### src/design/rc4_pkg.sv
// Shared types and constants for the RC4 stream cipher engine.
// No dependencies; imported by rc4_ctrl, rc4_stream_cipher and rc4_checker.
`default_nettype none

package rc4_pkg;

    localparam int TABLE_SIZE    = 256;
    localparam int MAX_KEY_BYTES = 256;
    localparam int BYTE_W        = 8;
    localparam int ADDR_W        = $clog2(TABLE_SIZE);
    localparam int COUNT_W       = ADDR_W + 1;

    typedef enum logic [1:0] {
        ACT_KEY   = 2'd0,
        ACT_FINAL = 2'd1,
        ACT_DATA  = 2'd2,
        ACT_CLEAR = 2'd3
    } t_action;

    typedef enum logic [1:0] {
        ST_DONE       = 2'd0,
        ST_KEY_STORED = 2'd1,
        ST_NOT_KEYED  = 2'd2,
        ST_KEY_REJECT = 2'd3
    } t_status;

    // one write port and one registered read port of a byte-wide memory
    typedef struct packed {
        logic              wr_en;
        logic [ADDR_W-1:0] wr_addr;
        logic [BYTE_W-1:0] wr_data;
        logic [ADDR_W-1:0] rd_addr;
    } t_ram_req;

    typedef struct packed {
        logic              valid;
        logic [BYTE_W-1:0] data;
        t_status           status;
    } t_result;

endpackage

`default_nettype wire

### src/design/rc4_ram.sv
// Generic single-write, single-read synchronous RAM with registered read data.
// No dependencies.
`default_nettype none

module rc4_ram #(
    parameter int WIDTH = 8,
    parameter int DEPTH = 256
) (
    input  wire logic                     i_clk,
    input  wire logic                     i_wr_en,
    input  wire logic [$clog2(DEPTH)-1:0] i_wr_addr,
    input  wire logic [WIDTH-1:0]         i_wr_data,
    input  wire logic [$clog2(DEPTH)-1:0] i_rd_addr,
    output logic      [WIDTH-1:0]         o_rd_data
);

    logic [WIDTH-1:0] r_mem [DEPTH];

    always_ff @(posedge i_clk) begin
        if (i_wr_en) begin
            r_mem[i_wr_addr] <= i_wr_data;
        end
        o_rd_data <= r_mem[i_rd_addr];
    end

endmodule

`default_nettype wire

### src/design/rc4_ctrl.sv
// RC4 sequencer: key collection, key schedule and keystream generation.
// Drives the permutation and key memories; uses rc4_pkg.
`default_nettype none

module rc4_ctrl (
    input  wire logic                            i_clk,
    input  wire logic                            i_rst_n,
    input  wire logic                            i_in_valid,
    output logic                                 o_in_ready,
    input  wire rc4_pkg::t_action                i_action,
    input  wire logic [rc4_pkg::BYTE_W-1:0]      i_byte_value,
    output rc4_pkg::t_result                     o_res,
    input  wire logic                            i_res_ready,
    output rc4_pkg::t_ram_req                    o_perm_req,
    input  wire logic [rc4_pkg::BYTE_W-1:0]      i_perm_rdata,
    output rc4_pkg::t_ram_req                    o_key_req,
    input  wire logic [rc4_pkg::BYTE_W-1:0]      i_key_rdata
);

    import rc4_pkg::*;

    typedef enum logic [9:0] {
        S_IDLE    = 10'b00_0000_0001,
        S_INIT    = 10'b00_0000_0010,
        S_KS_RD_I = 10'b00_0000_0100,
        S_KS_RD_J = 10'b00_0000_1000,
        S_KS_WR_I = 10'b00_0001_0000,
        S_KS_WR_J = 10'b00_0010_0000,
        S_KS_FIN  = 10'b00_0100_0000,
        S_D_RD_J  = 10'b00_1000_0000,
        S_D_WR_I  = 10'b01_0000_0000,
        S_D_WR_J  = 10'b10_0000_0000
    } t_state;

    localparam logic [COUNT_W-1:0] MAX_COUNT = COUNT_W'(MAX_KEY_BYTES);
    localparam logic [ADDR_W-1:0]  LAST_IDX  = ADDR_W'(TABLE_SIZE - 1);

    t_state              r_state, n_state;
    logic [COUNT_W-1:0]  r_count, n_count;
    logic                r_ovf, n_ovf;
    logic                r_keyed, n_keyed;
    logic [ADDR_W-1:0]   r_i, n_i;
    logic [ADDR_W-1:0]   r_j, n_j;
    logic [ADDR_W-1:0]   r_k, n_k;
    logic [ADDR_W-1:0]   r_kidx, n_kidx;
    logic [COUNT_W-1:0]  r_n, n_n;
    logic [BYTE_W-1:0]   r_x, n_x;
    logic [BYTE_W-1:0]   r_y, n_y;
    logic [ADDR_W-1:0]   r_a, n_a;
    logic [BYTE_W-1:0]   r_b, n_b;

    logic                accept;
    logic                has_room;
    logic                reject;
    logic [ADDR_W-1:0]   sched_j;
    logic [BYTE_W-1:0]   ks_byte;

    assign accept   = i_in_valid && o_in_ready;
    assign has_room = (r_count < MAX_COUNT);
    // the final byte is dropped too when the store is already full
    assign reject   = r_ovf || !has_room;
    assign sched_j  = r_j + i_perm_rdata + i_key_rdata;

    // keystream byte after the swap: S[i] now holds y and S[j] holds x
    always_comb begin
        if (r_a == r_j) begin
            ks_byte = r_x;
        end else if (r_a == r_i) begin
            ks_byte = r_y;
        end else begin
            ks_byte = i_perm_rdata;
        end
    end

    assign o_in_ready = (r_state == S_IDLE) && i_res_ready;

    always_comb begin
        n_state = r_state;
        n_count = r_count;
        n_ovf   = r_ovf;
        n_keyed = r_keyed;
        n_i     = r_i;
        n_j     = r_j;
        n_k     = r_k;
        n_kidx  = r_kidx;
        n_n     = r_n;
        n_x     = r_x;
        n_y     = r_y;
        n_a     = r_a;
        n_b     = r_b;

        o_res        = '0;
        o_res.status = ST_DONE;

        o_perm_req         = '0;
        o_perm_req.rd_addr = r_k;

        o_key_req         = '0;
        o_key_req.wr_addr = r_count[ADDR_W-1:0];
        o_key_req.wr_data = i_byte_value;
        o_key_req.rd_addr = r_kidx;

        unique case (r_state)
            S_IDLE: begin
                o_perm_req.rd_addr = r_i + 1'b1;
                if (accept) begin
                    unique case (i_action)
                        ACT_KEY: begin
                            if (has_room) begin
                                o_key_req.wr_en = 1'b1;
                                n_count         = r_count + 1'b1;
                            end else begin
                                n_ovf = 1'b1;
                            end
                            o_res.valid  = 1'b1;
                            o_res.status = ST_KEY_STORED;
                        end
                        ACT_FINAL: begin
                            n_count = '0;
                            n_ovf   = 1'b0;
                            n_keyed = 1'b0;
                            n_i     = '0;
                            n_j     = '0;
                            if (reject) begin
                                o_res.valid  = 1'b1;
                                o_res.status = ST_KEY_REJECT;
                            end else begin
                                o_key_req.wr_en = 1'b1;
                                n_n             = r_count + 1'b1;
                                n_k             = '0;
                                n_kidx          = '0;
                                n_state         = S_INIT;
                            end
                        end
                        ACT_DATA: begin
                            if (r_keyed) begin
                                n_i     = r_i + 1'b1;
                                n_b     = i_byte_value;
                                n_state = S_D_RD_J;
                            end else begin
                                o_res.valid  = 1'b1;
                                o_res.status = ST_NOT_KEYED;
                            end
                        end
                        ACT_CLEAR: begin
                            n_count     = '0;
                            n_ovf       = 1'b0;
                            n_keyed     = 1'b0;
                            n_i         = '0;
                            n_j         = '0;
                            o_res.valid = 1'b1;
                        end
                        default: ;
                    endcase
                end
            end
            // identity fill of the permutation
            S_INIT: begin
                o_perm_req.wr_en   = 1'b1;
                o_perm_req.wr_addr = r_k;
                o_perm_req.wr_data = r_k;
                n_k                = r_k + 1'b1;
                if (r_k == LAST_IDX) begin
                    n_state = S_KS_RD_I;
                end
            end
            S_KS_RD_I: begin
                o_perm_req.rd_addr = r_k;
                n_state            = S_KS_RD_J;
            end
            S_KS_RD_J: begin
                o_perm_req.rd_addr = sched_j;
                n_j                = sched_j;
                n_x                = i_perm_rdata;
                n_state            = S_KS_WR_I;
            end
            S_KS_WR_I: begin
                o_perm_req.wr_en   = 1'b1;
                o_perm_req.wr_addr = r_k;
                o_perm_req.wr_data = i_perm_rdata;
                n_state            = S_KS_WR_J;
            end
            S_KS_WR_J: begin
                o_perm_req.wr_en   = 1'b1;
                o_perm_req.wr_addr = r_j;
                o_perm_req.wr_data = r_x;
                n_k                = r_k + 1'b1;
                // key index runs k mod key length
                if ((COUNT_W'(r_kidx) + 1'b1) == r_n) begin
                    n_kidx = '0;
                end else begin
                    n_kidx = r_kidx + 1'b1;
                end
                if (r_k == LAST_IDX) begin
                    n_state = S_KS_FIN;
                end else begin
                    n_state = S_KS_RD_I;
                end
            end
            S_KS_FIN: begin
                if (i_res_ready) begin
                    o_res.valid = 1'b1;
                    n_i         = '0;
                    n_j         = '0;
                    n_keyed     = 1'b1;
                    n_state     = S_IDLE;
                end
            end
            S_D_RD_J: begin
                o_perm_req.rd_addr = r_j + i_perm_rdata;
                n_j                = r_j + i_perm_rdata;
                n_x                = i_perm_rdata;
                n_state            = S_D_WR_I;
            end
            S_D_WR_I: begin
                o_perm_req.wr_en   = 1'b1;
                o_perm_req.wr_addr = r_i;
                o_perm_req.wr_data = i_perm_rdata;
                o_perm_req.rd_addr = r_x + i_perm_rdata;
                n_y                = i_perm_rdata;
                n_a                = r_x + i_perm_rdata;
                n_state            = S_D_WR_J;
            end
            // repeats its write while the result waits; forwarding covers it
            S_D_WR_J: begin
                o_perm_req.wr_en   = 1'b1;
                o_perm_req.wr_addr = r_j;
                o_perm_req.wr_data = r_x;
                o_perm_req.rd_addr = r_a;
                if (i_res_ready) begin
                    o_res.valid = 1'b1;
                    o_res.data  = r_b ^ ks_byte;
                    n_state     = S_IDLE;
                end
            end
            default: n_state = S_IDLE;
        endcase
    end

    always_ff @(posedge i_clk) begin
        if (!i_rst_n) begin
            r_state <= S_IDLE;
            r_count <= '0;
            r_ovf   <= 1'b0;
            r_keyed <= 1'b0;
            r_i     <= '0;
            r_j     <= '0;
            r_k     <= '0;
            r_kidx  <= '0;
            r_n     <= '0;
        end else begin
            r_state <= n_state;
            r_count <= n_count;
            r_ovf   <= n_ovf;
            r_keyed <= n_keyed;
            r_i     <= n_i;
            r_j     <= n_j;
            r_k     <= n_k;
            r_kidx  <= n_kidx;
            r_n     <= n_n;
        end
    end

    always_ff @(posedge i_clk) begin
        r_x <= n_x;
        r_y <= n_y;
        r_a <= n_a;
        r_b <= n_b;
    end

endmodule

`default_nettype wire

### src/design/rc4_stream_cipher.sv
// RC4 engine: key byte, clear, refused data and rejected final byte give their result in the
// cycle after acceptance. A data byte passes S_D_RD_J, S_D_WR_I and S_D_WR_J before the next
// is accepted (three dependent permutation reads, two writes through the single-port-pair RAM).
// The final key byte runs the key schedule: identity fill of 256 entries, then one swap each.
// Synchronous active-low reset leaves the engine unkeyed; memory contents are not cleared.
// Top level: output register plus the sequencer and its two RAMs; uses rc4_pkg, rc4_ctrl, rc4_ram.
`default_nettype none

module rc4_stream_cipher (
    input  wire logic                            i_clk,
    input  wire logic                            i_rst_n,
    input  wire logic                            i_in_valid,
    output logic                                 o_in_ready,
    input  wire rc4_pkg::t_action                i_action,
    input  wire logic [rc4_pkg::BYTE_W-1:0]      i_byte_value,
    output logic                                 o_out_valid,
    input  wire logic                            i_out_ready,
    output logic [rc4_pkg::BYTE_W-1:0]           o_data_out,
    output rc4_pkg::t_status                     o_status
);

    import rc4_pkg::*;

    t_result           res;
    t_ram_req          perm_req;
    t_ram_req          key_req;
    logic [BYTE_W-1:0] perm_rdata;
    logic [BYTE_W-1:0] key_rdata;
    logic              res_ready;

    logic              r_out_valid;
    logic [BYTE_W-1:0] r_data;
    t_status           r_status;

    assign res_ready = !r_out_valid || i_out_ready;

    rc4_ctrl u_ctrl (
        .i_clk        (i_clk),
        .i_rst_n      (i_rst_n),
        .i_in_valid   (i_in_valid),
        .o_in_ready   (o_in_ready),
        .i_action     (i_action),
        .i_byte_value (i_byte_value),
        .o_res        (res),
        .i_res_ready  (res_ready),
        .o_perm_req   (perm_req),
        .i_perm_rdata (perm_rdata),
        .o_key_req    (key_req),
        .i_key_rdata  (key_rdata)
    );

    rc4_ram #(
        .WIDTH (BYTE_W),
        .DEPTH (TABLE_SIZE)
    ) u_perm_ram (
        .i_clk     (i_clk),
        .i_wr_en   (perm_req.wr_en),
        .i_wr_addr (perm_req.wr_addr),
        .i_wr_data (perm_req.wr_data),
        .i_rd_addr (perm_req.rd_addr),
        .o_rd_data (perm_rdata)
    );

    rc4_ram #(
        .WIDTH (BYTE_W),
        .DEPTH (TABLE_SIZE)
    ) u_key_ram (
        .i_clk     (i_clk),
        .i_wr_en   (key_req.wr_en),
        .i_wr_addr (key_req.wr_addr),
        .i_wr_data (key_req.wr_data),
        .i_rd_addr (key_req.rd_addr),
        .o_rd_data (key_rdata)
    );

    always_ff @(posedge i_clk) begin
        if (!i_rst_n) begin
            r_out_valid <= 1'b0;
        end else if (res.valid) begin
            r_out_valid <= 1'b1;
        end else if (i_out_ready) begin
            r_out_valid <= 1'b0;
        end
    end

    always_ff @(posedge i_clk) begin
        if (res.valid) begin
            r_data   <= res.data;
            r_status <= res.status;
        end
    end

    assign o_out_valid = r_out_valid;
    assign o_data_out  = r_data;
    assign o_status    = r_status;

endmodule

`default_nettype wire

### config.mk
export PLATFORM = sky130hd
export DESIGN_NAME = rc4_stream_cipher
export DESIGN_NICKNAME = d
export VERILOG_FILES = /design/src/design/rc4_pkg.sv /design/src/design/rc4_ram.sv /design/src/design/rc4_ctrl.sv /design/src/design/rc4_stream_cipher.sv
export SDC_FILE = /design/constraint.sdc
export NUM_CORES = 2
export LEC_CHECK = 0
export BUFFER_PORTS_ARGS = -buffer_cell sky130_fd_sc_hd__buf_4
export CAP_MARGIN = 25
export CELL_PAD_IN_SITES_DETAIL_PLACEMENT = 1
export CELL_PAD_IN_SITES_GLOBAL_PLACEMENT = 1
export CORE_MARGIN = 8
export CORE_UTILIZATION = 40
export DETAILED_ROUTE_END_ITERATION = 12
export GPL_TIMING_DRIVEN = 0
export PLACE_DENSITY = 0.64
export SLEW_MARGIN = 20
export SYNTH_ARGS = -nofsm -noshare
export SYNTH_HDL_FRONTEND = slang
export SYNTH_SLANG_ARGS = --single-unit
### constraint.sdc
create_clock -name i_clk -period 16.4 [get_ports i_clk]
set_input_delay 0.82 -clock i_clk [delete_from_list [all_inputs] [get_ports i_clk]]
set_output_delay 0.82 -clock i_clk [all_outputs]
set_load 0.03 [all_outputs]
## Word-level counts from Yosys, hierarchy flattened

Memories as Yosys holds them, arrays and structs flattened. A register that Yosys moved wholly into a read port is not among the register bits.
Cells that the tools add are included.

| word-level totals | value |
|---|---|
| register bits after elaboration | 105 |
| bits in latches | 0 |
| RAM bits | 4096 |
| memory bits (read-only) | 0 |
| input port bits | 14 |
| memories kept | 2 |

Memories:

| name | words | width | read ports | clocked after Yosys merged registers in | write ports | line | source |
|---|---|---|---|---|---|---|---|
| u_key_ram.r_mem | 256 | 8 | 1 | 1 | 1 | rc4_ram.sv:17 | `logic [WIDTH-1:0] r_mem [DEPTH];` |
| u_perm_ram.r_mem | 256 | 8 | 1 | 1 | 1 | rc4_ram.sv:17 |  |

| operators by class | value |
|---|---|
| $add $sub $neg | 8 |
| multiply operators | 0 |
| divide/modulo/power cells | 0 |
| order comparisons | 1 |
| equal/unequal tests | 30 |
| shifts and indexed selects | 0 |
| muxes and demuxes | 55 |
| bitwise logic cells | 2 |
| reduce and logical (&&, ||, !) cells | 31 |

Operators with widths:

| cell | number |
|---|---|
| 10-bit case mux with 9 select lines | 1 |
| 8-bit 2-to-1 mux | 11 |
| 17-bit case mux with 4 select lines | 1 |
| 8-bit case mux with 2 select lines | 4 |
| 10-bit 2-to-1 mux | 5 |
| 8-bit case mux with 5 select lines | 1 |
| 8-bit case mux with 4 select lines | 1 |
| 4-bit AND reduction | 8 |
| 8-bit by 1-bit adder with 8-bit output, second input constant | 3 |
| 8-bit adder | 3 |
| 10-bit case mux with 2 select lines | 1 |
| 1-bit 2-to-1 mux | 18 |
| 9-bit 2-to-1 mux | 2 |
| 9-bit case mux with 2 select lines | 1 |
| 8-bit equality test | 2 |
| 2-bit OR reduction | 6 |
| 10-bit by 1-bit equality test with 1-bit output, second input constant | 1 |
| 10-bit equality test, second input constant | 1 |
| 10-bit by 2-bit equality test with 1-bit output, second input constant | 1 |
| 10-bit by 3-bit equality test with 1-bit output, second input constant | 1 |
| 10-bit by 4-bit equality test with 1-bit output, second input constant | 1 |
| 10-bit by 5-bit equality test with 1-bit output, second input constant | 1 |
| 10-bit by 6-bit equality test with 1-bit output, second input constant | 1 |
| 10-bit by 7-bit equality test with 1-bit output, second input constant | 1 |
| other kinds (29) | 51 |

## Logic depth before layout (Yosys ltp)

| logic depth | value |
|---|---|
| depth in word-level cells | 9 |
| depth in mapped cells | 20 |
| depth with buffers taken out | 18 |

## Modules after synthesis

A second synthesis with hierarchy kept.

| second synthesis, totals | value |
|---|---|
| cells, all modules | 8213 |
| area, all modules | 165859.1 µm² |

By module, submodules not included:

| module | instances | cells an instance | area an instance (µm²) | sequential area each (µm²) |
|---|---|---|---|---|
| rc4_ram | 2 | 3733 | 79556.3 | 61659.1 |
| rc4_ctrl | 1 | 733 | 6397.4 | 2202.1 |
| rc4_stream_cipher | 1 | 14 | 349.1 | 320.3 |

## Least setup slack after synthesis

OpenSTA, ideal clock, no wires.

| timing path | value |
|---|---|
| path type | flip-flop to flip-flop |
| from | register u_ctrl.r_state[6] |
| to | memory u_perm_ram.r_mem[0][0], data pin |
| library setup time | 0.771 ns |
| data arrival time | 5.382 ns |
| data required time | 15.629 ns |
| setup slack | 10.247 ns |
| stages on the path, launching flop included | 11 |
| buffers on the path | 4 |
| clock period less this slack | 6.153 ns |
| path through | dfxtp_1 -> buf_2 -> or4_4 -> nor3_4 -> and4b_1 -> buf_2 -> clkbuf_1 -> nand2b_1 -> clkbuf_1 -> a222oi_1 -> inv_1 |

RTL lines:

| element | line | source |
|---|---|---|
| from (decl) | rc4_ctrl.sv:38 | `t_state r_state, n_state;` |
| from (signal assigned) | rc4_ctrl.sv:252 | `r_state <= n_state;` |
| to (decl) | rc4_ram.sv:17 |  |

## Worst setup path in the final report

| timing path | value |
|---|---|
| from | register u_perm_ram.o_rd_data[0] (read register of u_perm_ram.r_mem) |
| to | register u_perm_ram.o_rd_data[2] (read register of u_perm_ram.r_mem) |

| between the ends | value |
|---|---|
| cells in the longest elaborated chain, start to end | 3 |
| elaborated cells between the ends (all ways) | 4 |
| those cells by class | add/sub: 3; mux: 1 |

Ends and longest elaborated chain:

| element | line | source |
|---|---|---|
| from (decl) | rc4_ram.sv:14 | `output logic [WIDTH-1:0] o_rd_data` |
| 8-bit adder | rc4_ctrl.sv:62, rc4_ctrl.sv:210 |  |
| 8-bit adder | rc4_ctrl.sv:62 | `assign sched_j = r_j + i_perm_rdata + i_key_rdata;` |
| 8-bit case mux with 5 select lines (*) | rc4_ctrl.sv:103 | `unique case (r_state)` |

Every way passes the cells marked *; elsewhere a longest branch is shown, timed or not.
A chain may end at the register's enable or synchronous reset.

==> metrics.txt <==
Max-cap violations 0; Fin Clk Skew 0.0534 ns; Max Root-Sink Buffers 4; worst-path maximum fanout 11; Routed WL per cell 37.2 um; Simple-Gate Fraction of Synth Area 5.51%; largest family of logic cells by synthesized area multiplexers; Fillers 39300; worst-skew pair later-pin latency 1.02 ns; asr flop ratio synth 0%; status finished, final reports clean; Rel. slew slack 19.0%; PwrDens 164 mW/mm^2; Mapped Avg Cell Area 17.7 sq um; vias in the first global route 98600; Mapped Cells 9456; EDFF count, synth 4138; die area 0.440 sq mm; WP depth 15; largest stage delay on the critical path 0.94 ns; IO Port Bufs 24; CTS root buf clkbuf_16; CORE AREA 0.417 sq mm; R2R setup slack 9.06 ns; Worst Hold Class in -> reg; antenna violations before repair 40; biggest area consumer among synthesized cells edfxtp_1; mapped cell area 0.167 sq mm; area fraction of the dominant cell type after synthesis 74.2%; Num CTS Buffers 423; routability cong. 0.996; clk slew on worst S/H paths 0.06 ns; Sum Neg Setup Slack 0 ns; placed cells 15100; total power 31.3 mW; sequential element share of the synthesized area 75.1%; YS warnings 0; first drt pass iteration count 7; share of cells above drive strength 1 17.9%; CP Class reg -> reg; Area contributors post-synth edfxtp_1, mux4_2, mux2i_1; gr ovfl total 0; Lkg Pwr 62.8 nW; Tmin final 7.34 ns; power share of the clock group 30.9%; via count 96700; Die Y 663 um; crit path launch u_perm_ram.o_rd_data[0]; Critical Path Slowest Stage Cell clkbuf_1; xor/xnor share of the synthesized area 0.387%; Setup Buffers After CTS 0; Fmax 136 MHz; DRC errors left 0; worst slew pin tran 1.22 ns; Final Max Tran Viols 0; FF+latch count, synth 4217; Fin. Hold Viols 0; # H-tree levels 5; reg2reg start u_perm_ram.o_rd_data[0]; Critical Path RT 17.21 ns; clock sink count 4217; Synth Area in Compound Gates 4.44%; Top Ports 26; mux contribution to synthesized area 12.5%; CP cell instances ha_1 -> ha_1 -> nor4bb_1 -> nand4b_1 -> nand4_1 -> o21a_1 -> clkbuf_1 -> clkbuf_1 -> buf_2 -> nand3_1 -> a21oi_1 -> nor4_1 -> nor2_1 -> a31oi_1 -> or4_1; nets 10100; Layout Cells excl Fill 15900; Crit path max-delay family buffers and inverters; Netlist cell types 83; final WL 592000 um; first-pass GRT wire length 806000 um; CTS tree done; largest net degree at the start of global routing 144; post-DP HPWL 417000 um; Combinational Power Share 31.2%; worst reg-to-reg path cell count 15; CP Capture Type register; CP bufs+invs 3; Switch Pwr 11.7 mW; vias per inst 6.08; arrival time at the worst endpoint 8.14 ns; Iteration-0 DRC Markers 11800; Post-Syn Nets 9506; Total GRT Usage 26.0%; unrepaired setup endpoints after global routing false; Synth Area in Adders 0.282%; PostCTS Resize Cnt 0; # setup viols final 0; Final period util 44.8%; Initial Util 40.2%; Worst setup endpoint u_perm_ram.o_rd_data[2]; row count 237; CP Launch Type register; P_int 19.6 mW; Peak supply drop 0.148 mV; Die X 663 um; Final ANT Viol Nets 0; sequential power share 37.8%; R2R Path End u_perm_ram.o_rd_data[2]; top_reg_cell synth edfxtp_1; area delta synth->final 14.1%; switching power share of the total 37.4%; CTS hold repair buffers 0
cell usage after synthesis (35+ instances only):
cell type  instances
clkbuf_1         273
nand3_1          215
nor2_1           584
dfxtp_1           79
nor4_1            35
nand2_1          998
edfxtp_1        4138
xor2_1            41
a21oi_1          368
mux4_2           674
nor2b_1           44
and3_1            86
a22oi_1           76
o21ai_0          113
a31oi_1          116
buf_1             77
o221ai_1         228
o22ai_1           40
buf_2            180
buf_4             42
mux2i_1          567
or3_1             41
worst register-to-register path: stages (launching register included):
cell,delay [ns]
dfxtp_1,0.60
ha_1,0.36
ha_1,0.34
nor4bb_1,0.27
nand4b_1,0.12
nand4_1,0.16
o21a_1,0.42
clkbuf_1,0.94
clkbuf_1,0.92
buf_2,0.66
nand3_1,0.22
a21oi_1,0.25
nor4_1,0.11
nor2_1,0.55
a31oi_1,0.50
or4_1,0.73
flip-flops by register name, summed over array words and instances, names as in the netlist, 2 cells and up:
name                  cells
u_ctrl.r_j                8
u_ctrl.r_y                8
u_perm_ram.r_mem       2048
u_ctrl.r_b                8
u_key_ram.r_mem        2048
u_ctrl.r_a                8
u_ctrl.r_i                8
u_perm_ram.o_rd_data      8
u_ctrl.r_k                8
u_ctrl.r_kidx             8
u_ctrl.r_n                9
u_key_ram.o_rd_data       8
u_ctrl.r_state           10
o_status                  2
u_ctrl.r_x                8
u_ctrl.r_count            9
o_data_out                8
kinds of logic (layout without fill, tap and decap cells):
group           count (synthesis)  after routing
compound gates               1127           1127
xor+xnor                       74             74
fa+ha+maj                      36             36
buf+inv                       628           1563
flops                        4217           4217
mux                          1245           1245
other cells                     0             21
simple gates                 2129           2129
cell type report:
cell class | count | area (sq um) | area share (%)
flip-flops and latches | 4217 | 126000 | 65.9
multi-input cells | 4611 | 38800 | 20.3
clock buffers | 499 | 10900 | 5.72
well taps | 5497 | 6880 | 3.60
plain buffers | 598 | 2980 | 1.56
repair buffers | 153 | 2800 | 1.46
clock inverters | 283 | 2660 | 1.39
inverters | 30 | 173 | 0.0904
diodes | 21 | 52.6 | 0.0275
layout by cell type (no fill, tap or decap), types with 116 or more instances in the layout:
master and n:
edfxtp_1 4138, nand2_1 998, mux4_2 674, mux2i_1 567, nor2_1 565, clkbuf_16 426
a21oi_1 367, clkbuf_1 263, o221ai_1 228, buf_2 222, nand3_1 215, a31oi_1 116
layer usage:
layer	vias up	GRT usage [%]	share of wire (%)	wire [um]
li1	38900	-	-	-
met1	51400	32.1	37	219000
met2	4985	42.6	48	282000
met3	1435	4.55	7.7	45700
met4	14	16.6	7.7	45700
met5	-	0	0.013	75
worst min-delay path by stage:
stage | slack, ns | cells after the start | end | from
floorplan | 0.46 | 2 | u_ctrl.r_n[1] | u_ctrl.r_n[1]
global placement | 0.48 | 2 | u_ctrl.r_keyed | u_ctrl.r_keyed
detailed placement | 0.50 | 2 | u_ctrl.r_keyed | u_ctrl.r_keyed
CTS | 0.15 | 4 | u_ctrl.r_count[0] | i_action[0]
global route | 0.21 | 1 | u_key_ram.r_mem[207][3] | i_byte_value[3]
finish | 0.21 | 4 | u_ctrl.r_count[0] | i_action[0]
stage by stage:
step           hold slack [ns]  setup WS (ns)  util, %  instance area [sq um]
2_1_floorplan            0.456          10.25        -                 167000
3_3_place_gp             0.483           4.72     41.9                 175000
3_5_place_dp             0.505           9.54     42.5                 177000
4_1_cts                  0.154           9.49     45.8                 191000
5_1_grt                  0.210           9.24     45.9                 191000
6_report                 0.207           9.06     45.9                 191000
power groups by stage:
stage / sequential [mW] / combinational (mW) / clock, mW
after floorplan: 12.0 / 4.59 / 0
after global placement: 12.1 / 9.22 / 0
after detailed placement: 12.1 / 9.44 / 0
after CTS: 11.8 / 9.48 / 9.75
after global routing: 11.8 / 9.77 / 10.1
final: 11.8 / 9.78 / 9.68
No activity file was read; power rests on OpenSTA's default activity.
